$ cat config.mk
export PLATFORM = sky130hd
export DESIGN_NAME = hsl_to_argb_converter
export DESIGN_NICKNAME = d
export VERILOG_FILES = /design/src/hw/rtl/hsl2argb_pkg.sv /design/src/hw/rtl/hsl_to_argb_converter.sv /design/src/hw/rtl/hsl2argb_prep.sv /design/src/hw/rtl/hsl2argb_mix.sv
export SDC_FILE = /design/constraint.sdc
export NUM_CORES = 1
export LEC_CHECK = 0
export ABC_AREA = 1
export BUFFER_PORTS_ARGS = -buffer_cell sky130_fd_sc_hd__buf_4
export CORE_MARGIN = 2
export CORE_UTILIZATION = 53
export CTS_CLUSTER_DIAMETER = 50
export CTS_CLUSTER_SIZE = 40
export DETAILED_ROUTE_END_ITERATION = 8
export GPL_ROUTABILITY_DRIVEN = 0
export GPL_TIMING_DRIVEN = 0
export PLACE_DENSITY = 0.69
export SLEW_MARGIN = 20
export SYNTH_ARGS = -nofsm -noshare
export SYNTH_HDL_FRONTEND = slang
export SYNTH_SLANG_ARGS = --single-unit
$ cat constraint.sdc
create_clock -name clk_i -period 7.5 [get_ports clk_i]
set_clock_uncertainty 0.1 [all_clocks]
set_input_delay 0.75 -clock clk_i [delete_from_list [all_inputs] [get_ports clk_i]]
set_output_delay 0.75 -clock clk_i [all_outputs]
set_load 0.01 [all_outputs]
$ cat src/hw/rtl/hsl2argb_pkg.sv
// ----------------------------------------------------------------------------
// hsl2argb_pkg
// Shared constants, widths and types of the HSL to ARGB8888 converter.
// ----------------------------------------------------------------------------
package hsl2argb_pkg;

  localparam int HueFracBits   = 6;
  localparam int LevelFracBits = 8;

  localparam int HueWidth   = 15;
  localparam int LevelWidth = 9;
  localparam int AlphaWidth = 8;
  localparam int RgbWidth   = 24;

  localparam int LevelOne  = 1 << LevelFracBits;
  localparam int HueSector = 60 << HueFracBits;
  localparam int HueFull   = 6 * HueSector;
  localparam int MidBias   = HueSector / 2;

  localparam int TposWidth = $clog2(2 * HueSector);
  localparam int TWidth    = $clog2(HueSector + 1);
  localparam int CnumWidth = 2 * LevelFracBits + 1;
  localparam int ProdWidth = CnumWidth + TWidth - 1;
  localparam int AccWidth  = ProdWidth + 1;

  // Channel scale: floor(acc * 255 / (LevelOne^2 * HueSector)) done as a
  // constant multiply and a right shift.
  localparam int ScaleShift = 24;
  localparam int ScaleMul   = int'((longint'(255) << ScaleShift) /
                              ((longint'(1) << (2 * LevelFracBits)) * HueSector));
  localparam int ScaleWidth = AccWidth + $clog2(ScaleMul + 1);

  localparam logic [AlphaWidth-1:0] AlphaReset = 8'hFF;

  typedef enum logic [2:0] {
    SEC_RED_YEL = 3'd0,
    SEC_YEL_GRN = 3'd1,
    SEC_GRN_CYN = 3'd2,
    SEC_CYN_BLU = 3'd3,
    SEC_BLU_MAG = 3'd4,
    SEC_MAG_RED = 3'd5
  } sector_e;

  typedef struct packed {
    sector_e                 sector;
    logic [TWidth-1:0]       tri_pos;
    logic [CnumWidth-1:0]    chroma;
    logic [LevelWidth-1:0]   lightness;
  } prep_t;

endpackage

$ cat src/hw/rtl/hsl_to_argb_converter.sv
// ----------------------------------------------------------------------------
// hsl_to_argb_converter
// Converts one HSL pixel per transaction into a packed ARGB8888 word.
// ----------------------------------------------------------------------------
// The converter takes one pixel every clock cycle while no stage is held, and
// each result passes through the six register stages of the pipeline: hue
// wrap, sector decode, chroma product, chroma terms, channel offset and byte
// scaling. Each stage holds its item while the next one is full and cannot
// advance, so a stalled output fills the empty stages before the input stalls.
// The alpha byte is written through cfg_we_i and should only change while no
// pixel is in flight.
module hsl_to_argb_converter (
  input  logic        clk_i,
  input  logic        rst_ni,
  input  logic        s_axis_tvalid,
  output logic        s_axis_tready,
  // Fields from bit 0: hue[14:0], saturation[23:15], lightness[32:24], zero.
  input  logic [39:0] s_axis_tdata,
  output logic        m_axis_tvalid,
  input  logic        m_axis_tready,
  // Fields from bit 0: argb_word[31:0].
  output logic [31:0] m_axis_tdata,
  input  logic        cfg_we_i,
  input  logic [7:0]  cfg_wdata_i
);
  import hsl2argb_pkg::*;

  logic [AlphaWidth-1:0] alpha_q;
  logic                  prep_valid;
  logic                  prep_ready;
  prep_t                 prep_data;
  logic [RgbWidth-1:0]   rgb;

  always_ff @(posedge clk_i or negedge rst_ni) begin
    if (!rst_ni) begin
      alpha_q <= AlphaReset;
    end else if (cfg_we_i) begin
      alpha_q <= cfg_wdata_i;
    end
  end

  hsl2argb_prep u_prep (
    .clk_i       (clk_i),
    .rst_ni      (rst_ni),
    .in_valid_i  (s_axis_tvalid),
    .in_ready_o  (s_axis_tready),
    .in_hue_i    (s_axis_tdata[14:0]),
    .in_sat_i    (s_axis_tdata[23:15]),
    .in_lit_i    (s_axis_tdata[32:24]),
    .out_valid_o (prep_valid),
    .out_ready_i (prep_ready),
    .out_data_o  (prep_data)
  );

  hsl2argb_mix u_mix (
    .clk_i       (clk_i),
    .rst_ni      (rst_ni),
    .in_valid_i  (prep_valid),
    .in_ready_o  (prep_ready),
    .in_data_i   (prep_data),
    .out_valid_o (m_axis_tvalid),
    .out_ready_i (m_axis_tready),
    .out_rgb_o   (rgb)
  );

  assign m_axis_tdata = {alpha_q, rgb};

endmodule

$ cat src/hw/rtl/hsl2argb_prep.sv
// ----------------------------------------------------------------------------
// hsl2argb_prep
// Three pipeline stages: input clamp and hue wrap, sector and triangle
// position, chroma product.
// ----------------------------------------------------------------------------
module hsl2argb_prep (
  input  logic                                clk_i,
  input  logic                                rst_ni,
  input  logic                                in_valid_i,
  output logic                                in_ready_o,
  input  logic [hsl2argb_pkg::HueWidth-1:0]   in_hue_i,
  input  logic [hsl2argb_pkg::LevelWidth-1:0] in_sat_i,
  input  logic [hsl2argb_pkg::LevelWidth-1:0] in_lit_i,
  output logic                                out_valid_o,
  input  logic                                out_ready_i,
  output hsl2argb_pkg::prep_t                 out_data_o
);
  import hsl2argb_pkg::*;

  logic s1_v_q, s2_v_q, s3_v_q;
  logic s1_rdy, s2_rdy, s3_rdy;

  logic [HueWidth-1:0]   s1_hue_q, s1_hue_d;
  logic [LevelWidth-1:0] s1_sat_q, s1_sat_d;
  logic [LevelWidth-1:0] s1_lit_q, s1_lit_d;

  sector_e               s2_sec_q, s2_sec_d;
  logic [TWidth-1:0]     s2_t_q, s2_t_d;
  logic [LevelWidth-1:0] s2_fold_q, s2_fold_d;
  logic [LevelWidth-1:0] s2_sat_q;
  logic [LevelWidth-1:0] s2_lit_q;

  prep_t                 s3_q, s3_d;

  logic [2:0]            sec_cnt;
  logic [TposWidth-1:0]  tpos;
  logic [LevelWidth:0]   two_l;
  logic [2*LevelWidth-1:0] chroma_full;

  assign s3_rdy     = ~s3_v_q | out_ready_i;
  assign s2_rdy     = ~s2_v_q | s3_rdy;
  assign s1_rdy     = ~s1_v_q | s2_rdy;
  assign in_ready_o = s1_rdy;

  always_comb begin
    s1_sat_d = (in_sat_i > LevelWidth'(LevelOne)) ? LevelWidth'(LevelOne) : in_sat_i;
    s1_lit_d = (in_lit_i > LevelWidth'(LevelOne)) ? LevelWidth'(LevelOne) : in_lit_i;
    s1_hue_d = (in_hue_i >= HueWidth'(HueFull)) ? in_hue_i - HueWidth'(HueFull) : in_hue_i;
  end

  always_comb begin
    sec_cnt = '0;
    for (int k = 1; k < 6; k++) begin
      sec_cnt = sec_cnt + 3'(s1_hue_q >= HueWidth'(k * HueSector));
    end
    s2_sec_d = sector_e'(sec_cnt);
    if (s1_hue_q >= HueWidth'(4 * HueSector)) begin
      tpos = TposWidth'(s1_hue_q - HueWidth'(4 * HueSector));
    end else if (s1_hue_q >= HueWidth'(2 * HueSector)) begin
      tpos = TposWidth'(s1_hue_q - HueWidth'(2 * HueSector));
    end else begin
      tpos = TposWidth'(s1_hue_q);
    end
    if (tpos < TposWidth'(HueSector)) begin
      s2_t_d = TWidth'(tpos);
    end else begin
      s2_t_d = TWidth'(TposWidth'(2 * HueSector) - tpos);
    end
    two_l = {s1_lit_q, 1'b0};
    if (s1_lit_q <= LevelWidth'(LevelOne / 2)) begin
      s2_fold_d = LevelWidth'(two_l);
    end else begin
      s2_fold_d = LevelWidth'((LevelWidth + 1)'(2 * LevelOne) - two_l);
    end
  end

  always_comb begin
    chroma_full      = s2_fold_q * s2_sat_q;
    s3_d.sector      = s2_sec_q;
    s3_d.tri_pos     = s2_t_q;
    s3_d.chroma      = chroma_full[CnumWidth-1:0];
    s3_d.lightness   = s2_lit_q;
  end

  always_ff @(posedge clk_i or negedge rst_ni) begin
    if (!rst_ni) begin
      s1_v_q <= 1'b0;
      s2_v_q <= 1'b0;
      s3_v_q <= 1'b0;
    end else begin
      if (s1_rdy) s1_v_q <= in_valid_i;
      if (s2_rdy) s2_v_q <= s1_v_q;
      if (s3_rdy) s3_v_q <= s2_v_q;
    end
  end

  always_ff @(posedge clk_i) begin
    if (s1_rdy && in_valid_i) begin
      s1_hue_q <= s1_hue_d;
      s1_sat_q <= s1_sat_d;
      s1_lit_q <= s1_lit_d;
    end
    if (s2_rdy && s1_v_q) begin
      s2_sec_q  <= s2_sec_d;
      s2_t_q    <= s2_t_d;
      s2_fold_q <= s2_fold_d;
      s2_sat_q  <= s1_sat_q;
      s2_lit_q  <= s1_lit_q;
    end
    if (s3_rdy && s2_v_q) begin
      s3_q <= s3_d;
    end
  end

  assign out_valid_o = s3_v_q;
  assign out_data_o  = s3_q;

endmodule

$ cat src/hw/rtl/hsl2argb_mix.sv
// ----------------------------------------------------------------------------
// hsl2argb_mix
// Three pipeline stages: chroma terms, channel selection with offset, and
// scaling to bytes with clamping into the output register.
// ----------------------------------------------------------------------------
module hsl2argb_mix (
  input  logic                              clk_i,
  input  logic                              rst_ni,
  input  logic                              in_valid_i,
  output logic                              in_ready_o,
  input  hsl2argb_pkg::prep_t               in_data_i,
  output logic                              out_valid_o,
  input  logic                              out_ready_i,
  output logic [hsl2argb_pkg::RgbWidth-1:0] out_rgb_o
);
  import hsl2argb_pkg::*;

  localparam int LshWidth = LevelWidth + LevelFracBits + 1;

  logic s4_v_q, s5_v_q, s6_v_q;
  logic s4_rdy, s5_rdy, s6_rdy;

  logic [ProdWidth-1:0] s4_cx_q, s4_cx_d;
  logic [ProdWidth-1:0] s4_cc_q, s4_cc_d;
  logic [ProdWidth-1:0] s4_m_q, s4_m_d;
  sector_e              s4_sec_q;

  logic [AccWidth-1:0]  s5_acc_q [3];
  logic [AccWidth-1:0]  s5_acc_d [3];
  logic [ProdWidth-1:0] sel [3];

  logic [RgbWidth-1:0]  s6_rgb_q, s6_rgb_d;

  logic [CnumWidth+TWidth-1:0] cx_full;
  logic [LshWidth-1:0]         lsh;
  logic [LshWidth-1:0]         diff;
  logic [ScaleWidth-1:0]       scaled [3];
  logic [ScaleWidth-ScaleShift-1:0] whole [3];

  assign s6_rdy     = ~s6_v_q | out_ready_i;
  assign s5_rdy     = ~s5_v_q | s6_rdy;
  assign s4_rdy     = ~s4_v_q | s5_rdy;
  assign in_ready_o = s4_rdy;

  always_comb begin
    cx_full = in_data_i.chroma * in_data_i.tri_pos;
    s4_cx_d = cx_full[ProdWidth-1:0];
    s4_cc_d = ProdWidth'(in_data_i.chroma) * ProdWidth'(HueSector);
    lsh     = {in_data_i.lightness, (LevelFracBits + 1)'(0)};
    diff    = lsh - LshWidth'(in_data_i.chroma);
    s4_m_d  = ProdWidth'(diff) * ProdWidth'(MidBias);
  end

  // Index 2 is red, 1 is green, 0 is blue.
  always_comb begin
    unique case (s4_sec_q)
      SEC_RED_YEL: begin
        sel[2] = s4_cc_q; sel[1] = s4_cx_q; sel[0] = '0;
      end
      SEC_YEL_GRN: begin
        sel[2] = s4_cx_q; sel[1] = s4_cc_q; sel[0] = '0;
      end
      SEC_GRN_CYN: begin
        sel[2] = '0; sel[1] = s4_cc_q; sel[0] = s4_cx_q;
      end
      SEC_CYN_BLU: begin
        sel[2] = '0; sel[1] = s4_cx_q; sel[0] = s4_cc_q;
      end
      SEC_BLU_MAG: begin
        sel[2] = s4_cx_q; sel[1] = '0; sel[0] = s4_cc_q;
      end
      default: begin
        sel[2] = s4_cc_q; sel[1] = '0; sel[0] = s4_cx_q;
      end
    endcase
    for (int c = 0; c < 3; c++) begin
      s5_acc_d[c] = AccWidth'(sel[c]) + AccWidth'(s4_m_q);
    end
  end

  always_comb begin
    for (int c = 0; c < 3; c++) begin
      scaled[c] = ScaleWidth'(s5_acc_q[c]) * ScaleWidth'(ScaleMul);
      whole[c]  = scaled[c][ScaleWidth-1:ScaleShift];
      s6_rgb_d[c*8 +: 8] = (whole[c] > (ScaleWidth - ScaleShift)'(255)) ? 8'hFF
                                                                         : whole[c][7:0];
    end
  end

  always_ff @(posedge clk_i or negedge rst_ni) begin
    if (!rst_ni) begin
      s4_v_q <= 1'b0;
      s5_v_q <= 1'b0;
      s6_v_q <= 1'b0;
    end else begin
      if (s4_rdy) s4_v_q <= in_valid_i;
      if (s5_rdy) s5_v_q <= s4_v_q;
      if (s6_rdy) s6_v_q <= s5_v_q;
    end
  end

  always_ff @(posedge clk_i) begin
    if (s4_rdy && in_valid_i) begin
      s4_cx_q  <= s4_cx_d;
      s4_cc_q  <= s4_cc_d;
      s4_m_q   <= s4_m_d;
      s4_sec_q <= in_data_i.sector;
    end
    if (s5_rdy && s4_v_q) begin
      s5_acc_q <= s5_acc_d;
    end
    if (s6_rdy && s5_v_q) begin
      s6_rgb_q <= s6_rgb_d;
    end
  end

  assign out_valid_o = s6_v_q;
  assign out_rgb_o   = s6_rgb_q;

endmodule

# After elaboration in Yosys (flattened, before gate mapping)

Index checks and enable logic that the tools add are counted.

Input bits: 53
Register bits after elaboration: 313
Output and inout bits: 34

Eq/ne operators: 4
Reductions and logical operators: 7
Add/sub/neg operators: 13
Multiplexer cells: 6
Magnitude comparators: 13
Bitwise logic cells: 12
$mul: 7

Operators by type and width:

| operator               | number |
|---|---|
| $pmux 84 s5            | 1 |
| $mul 29x5->34 const B  | 3 |
| $add 28x28->29         | 3 |
| $ge 15x14->1 const B   | 2 |
| $ge 15x15->1 const B   | 2 |
| $gt 10x8->1 const B    | 3 |
| $mul 17x12->28         | 1 |
| $mux 13                | 2 |
| $sub 13x13->13 const B | 2 |
| $mul 18x4->21 const B  | 1 |
| $mul 17x4->20 const B  | 1 |
| $gt 9x9->1 const B     | 2 |
| $sub 18x17->18         | 1 |
| $mul 9x9->17           | 1 |
| $ge 15x12->1 const B   | 1 |
| $ge 15x13->1 const B   | 1 |
| $mux 15                | 1 |
| $sub 15x15->15 const B | 1 |
| $lt 13x12->1 const B   | 1 |
| $mux 12                | 1 |
| $sub 12x12->12 const A | 1 |
| $add 3x1->3            | 3 |
| $le 9x8->1 const B     | 1 |
| $mux 9                 | 1 |
| other kinds (9)        | 25 |

# Longest topological paths before layout

Depth in word-level cells: 8
Gate-level depth with buffers: 23

# Hierarchy

A second synthesis with hierarchy kept.

Cell total of the unflattened synthesis: 4208
Area total of the unflattened synthesis: 33754.9 µm²

By module, submodules not included:

| module                | instances | cells an instance | area each (µm²) |
|---|---|---|---|
| hsl2argb_mix          | 1         | 3455              | 26243.9 |
| hsl2argb_prep         | 1         | 719               | 7195.7 |
| hsl_to_argb_converter | 1         | 34                | 315.3 |

# Least setup slack after synthesis

Ideal clock, no wire load.

Path kind: flip-flop to flip-flop
Start: register u_prep.s3_q (netlist bit u_prep.out_data_o[10])
End: register u_mix.s4_cx_q[23], data pin
Library setup time: 0.265 ns
Required time: 7.135 ns
Slack: 2.160 ns
Period minus slack after synthesis: 5.340 ns
Path buffers: 2
Stages on the path, launching flop included: 20
Data arrival time: 4.975 ns
Cell sequence: edfxtp_1 > clkbuf_1 > clkbuf_1 > nand2_1 > fa_1 > fa_1 > inv_1 > fa_1 > fa_1 > inv_1 > fa_1 > inv_1 > ha_1 > a21oi_1 > nor2_1 > nor2_1 > o21ai_0 > a21oi_1 > o21ai_0 > xor2_1

Word-level cells in the longest chain between the ends: 1

Ends and longest elaborated chain:

| item                   | RTL line             | text |
|---|---|---|
| start, declared        | hsl2argb_prep.sv:33  | `prep_t s3_q, s3_d;` |
| start signal, assigned | hsl2argb_prep.sv:111 | `s3_q <= s3_d;` |
| $mul 17x12->28         | hsl2argb_mix.sv:46   | `cx_full = in_data_i.chroma * in_data_i.tri_pos;` |
| net u_mix.cx_full[23]  | hsl2argb_mix.sv:34   | `logic [CnumWidth+TWidth-1:0] cx_full;` |
| end signal, assigned   | hsl2argb_mix.sv:104  | `s4_cx_q <= s4_cx_d;` |
| end, declared          | hsl2argb_mix.sv:23   | `logic [ProdWidth-1:0] s4_cx_q, s4_cx_d;` |

The timed path passes the listed nets, and every way through them passes these cells.
A chain may end at the register's enable or synchronous reset.

# Worst setup path after layout

Same ends and word-level chain as after synthesis.

==> flow_summary.toml <==
[finish]
drive_gt1_frac = 0.0498
fillCellCount = 5097
insertedDiodeCount = 0
layout-area-overhead-vs-synth_pct = 9.83
layoutNonFillerInstCount = 4442
fin_nets = 4309

[floorplan]
design.portCount = 87
coreArea_um2 = 57400
floorplan.die.width_um = 244
die_area_um2 = 59700
die_h_um = 244
initial_utilization = 0.534
fp-row-count = 88

[synth]
synthCells = 3521
ys_warn_count = 0
synthesis.area_per_instance_um2 = 8.70
synth_largest_type_area_fraction = 0.283
synth_edf_count = 289
postSynth.topFlopCell = "sky130_fd_sc_hd__edfxtp_1"
portion_of_the_post_synthesis_area_used_by_sequential_elements = 0.295
synth_commonest_cells = "780 x sky130_fd_sc_hd__nand2_1, 650 x sky130_fd_sc_hd__inv_1, 365 x sky130_fd_sc_hd__ha_1"
synthesis.area_um2 = 30600
synth_fp_nets = 4183
flip_flop_and_latch_count_after_synthesis = 303
synthArstFlopShare = 0.0462
synthDistinctLibCells = 47
yosysTopAreaCell = "sky130_fd_sc_hd__edfxtp_1"
post-synth-top-count-cell = "sky130_fd_sc_hd__nand2_1"
synth_top_cells_by_area = "sky130_fd_sc_hd__edfxtp_1 28%, sky130_fd_sc_hd__fa_1 16%, sky130_fd_sc_hd__ha_1 15%"

[route]
routed_wirelength_mm = 71.8
wl_per_cell_um = 16.2
route.detailed.drc = 0
detailroute.via_count = 23700
vias_per_cell = 5.32
dr.first_iter.drc_count = 1400
detail-route-antenna-nets = 0
firstDrtPassIters = 5

[worst_setup_path]
crit_required_ns = 7.70
critical_path.reg2reg.startpoint = "u_prep.out_data_o[10]$_DFFE_PP_"
critical_path.max_fanout = 10
endpoint_kind = "flip-flop"
timing.critical_path.arrival_ns = 6.57
timing.critical_path.from_type = "flip-flop"
rr_endpoint = "u_mix.s4_cx_q[23]$_DFFE_PP_"
r2r_slack_ns = 1.13
criticalPathCategory = "reg -> reg"
worst-r2r-cell-count = 19

[cts]
number_of_resized_instances_in_the_post_cts_repair_step = 0
cts.sink_count = 303
worst_skew_pair.late_latency_ns = 0.58
cts_buffer_depth = 3
tritoncts_clock_tree = "yes"
htree_levels = 2
numCtsBuffers = 40
clock_root_buffer = "sky130_fd_sc_hd__clkbuf_16"
worst_setup_hold_path_clk_slew_ns = 0.06

[grt]
number_of_antenna_violations_at_the_first_check_in_global_routing = 0
first_global_vias = 23700
grt_first_pass_wirelength_mm = 118
global_route.overflow_total = 0
pin_count_of_the_biggest_net_entering_global_routing = 66
aggregate_global_route_resource_usage = 0.247

[sta]
grt_setup_unrepaired = "no"
final_setup_fails = 0
slew_headroom = 0.463
max_freq_mhz = 157
worstMarginPinSlew_ns = 0.799
post-route-period-util = 0.849
maxSlewViolCount = 0
hold_viol = 0
tns_ns = 0
final.min_clock_period_ns = 6.37

[job]
max_cap_viol_count = 0

[worst_hold_path]
worstHoldPathType = "in -> reg"
hold_path.startpoint = "s_axis_tdata[0]"
whs_endpoint = "u_prep.s1_hue_q[0]$_DFFE_PP_"
whs_path_depth = 1

[placed_design]
post-place-cells = 4369
dp_hpwl_mm = 58.3
io_buffer_count = 78

[status]
status = "finished clean"
-- cells in the final DEF (no fill, tap or decap), types with 82 or more instances in the layout --
cell	netlist	layout
sky130_fd_sc_hd__clkbuf_1	74	82
sky130_fd_sc_hd__xor2_1	114	114
sky130_fd_sc_hd__nand2_1	780	780
sky130_fd_sc_hd__o21ai_0	91	91
sky130_fd_sc_hd__nor2_1	214	211
sky130_fd_sc_hd__inv_1	650	647
sky130_fd_sc_hd__ha_1	365	365
sky130_fd_sc_hd__nand3_1	127	127
sky130_fd_sc_hd__edfxtp_1	289	289
sky130_fd_sc_hd__a21oi_1	197	197
sky130_fd_sc_hd__fa_1	244	244
-- worst max-delay path by stage --
| stage | start | end | slack [ns] | cells after the start |
|---|---|---|---|---|
| after floorplan | u_prep.out_data_o[10]$_DFFE_PP_ | u_mix.s4_cx_q[23]$_DFFE_PP_ | 2.16 | 19 |
| after global placement | u_prep.out_data_o[10]$_DFFE_PP_ | u_mix.s4_cx_q[27]$_DFFE_PP_ | 1.17 | 19 |
| after detailed placement | u_prep.out_data_o[10]$_DFFE_PP_ | u_mix.s4_cx_q[23]$_DFFE_PP_ | 1.15 | 19 |
| after CTS | u_prep.out_data_o[10]$_DFFE_PP_ | u_mix.s4_cx_q[23]$_DFFE_PP_ | 1.15 | 19 |
| after global routing | u_prep.out_data_o[10]$_DFFE_PP_ | u_mix.s4_cx_q[27]$_DFFE_PP_ | 0.75 | 19 |
| final | u_prep.out_data_o[10]$_DFFE_PP_ | u_mix.s4_cx_q[23]$_DFFE_PP_ | 1.13 | 19 |
-- logic make-up (layout without fill, tap and decap cells) --
group	Yosys count	in the layout	synth area share
multiplexers	8	8	0.00294
flip-flops	303	303	0.295
adder cells (fa/ha/maj)	609	609	0.309
buffers and inverters	729	885	0.0898
AND/OR/NAND/NOR	1229	1229	0.164
XOR/XNOR	172	172	0.0492
AO/OA/AOI/OAI	471	471	0.0907
-- through the flow --
stage / utilization / cell area, um2 / worst slack (ns) / hold slack (ns)
CTS: 0.586 / 33600 / 1.15 / 0.249
finish: 0.586 / 33600 / 1.13 / 0.270
detailed placement: 0.563 / 32300 / 1.15 / 0.305
global placement: 0.561 / 32200 / 1.17 / 0.300
global route: 0.586 / 33600 / 0.750 / 0.257
floorplan: - / 30600 / 2.16 / 0.300
-- flip-flops by register name, indices dropped and copies added (netlist names), 3 cells and up --
name and cells:
u_mix.s4_cx_q 27, u_mix.out_rgb_o 24, u_prep.s2_lit_q 9, u_mix.s4_sec_q 3, u_prep.s1_hue_q 15, u_prep.s1_sat_q 9, u_prep.s2_fold_q 7, alpha_q 8
u_prep.s2_t_q 12, u_mix.s5_acc_q 84, u_prep.s2_sec_q 3, u_prep.out_data_o 40, u_mix.s4_m_q 19, u_prep.s1_lit_q 9, u_prep.s2_sat_q 9, u_mix.s4_cc_q 19
-- critical path: stages (launching register included) --
cell and delay (ns):
sky130_fd_sc_hd__edfxtp_1 0.53, sky130_fd_sc_hd__clkbuf_1 0.52, sky130_fd_sc_hd__clkbuf_1 0.58, sky130_fd_sc_hd__nand2_1 0.17, sky130_fd_sc_hd__fa_1 0.55, sky130_fd_sc_hd__fa_1 0.54
sky130_fd_sc_hd__inv_1 0.06, sky130_fd_sc_hd__fa_1 0.50, sky130_fd_sc_hd__fa_1 0.54, sky130_fd_sc_hd__inv_1 0.05, sky130_fd_sc_hd__fa_1 0.52, sky130_fd_sc_hd__inv_1 0.04
sky130_fd_sc_hd__ha_1 0.36, sky130_fd_sc_hd__a21oi_1 0.26, sky130_fd_sc_hd__nor2_1 0.06, sky130_fd_sc_hd__nor2_1 0.08, sky130_fd_sc_hd__o21ai_0 0.07, sky130_fd_sc_hd__a21oi_1 0.27
sky130_fd_sc_hd__o21ai_0 0.15, sky130_fd_sc_hd__xor2_1 0.16
-- area by class of cell --
type	instances	area, um2	share of cell area
multi-input cells	2489	18900	0.561
flip-flops and latches	303	9040	0.269
inverters	652	2450	0.0729
clock buffers	50	1060	0.0315
well taps	765	957	0.0285
repair buffers	84	711	0.0211
plain buffers	77	302	0.00897
clock inverters	22	255	0.00759
-- metal layers --
layer	track usage	wire [um]
met1	0.317	31100
met2	0.418	33900
met3	0.0351	3650
met4	0.105	3130
met5	0	0
-- what timing repair did --
action                                  4_1_cts  5_1_grt
hold endpoints to repair                      6        0
hold buffers                                  1        0
setup buffers                                 0        0
endpoints found under the setup margin        0        0
Power is not shown: default switching activity piles up to over one toggle a cycle in this logic, so the estimate is an artifact.
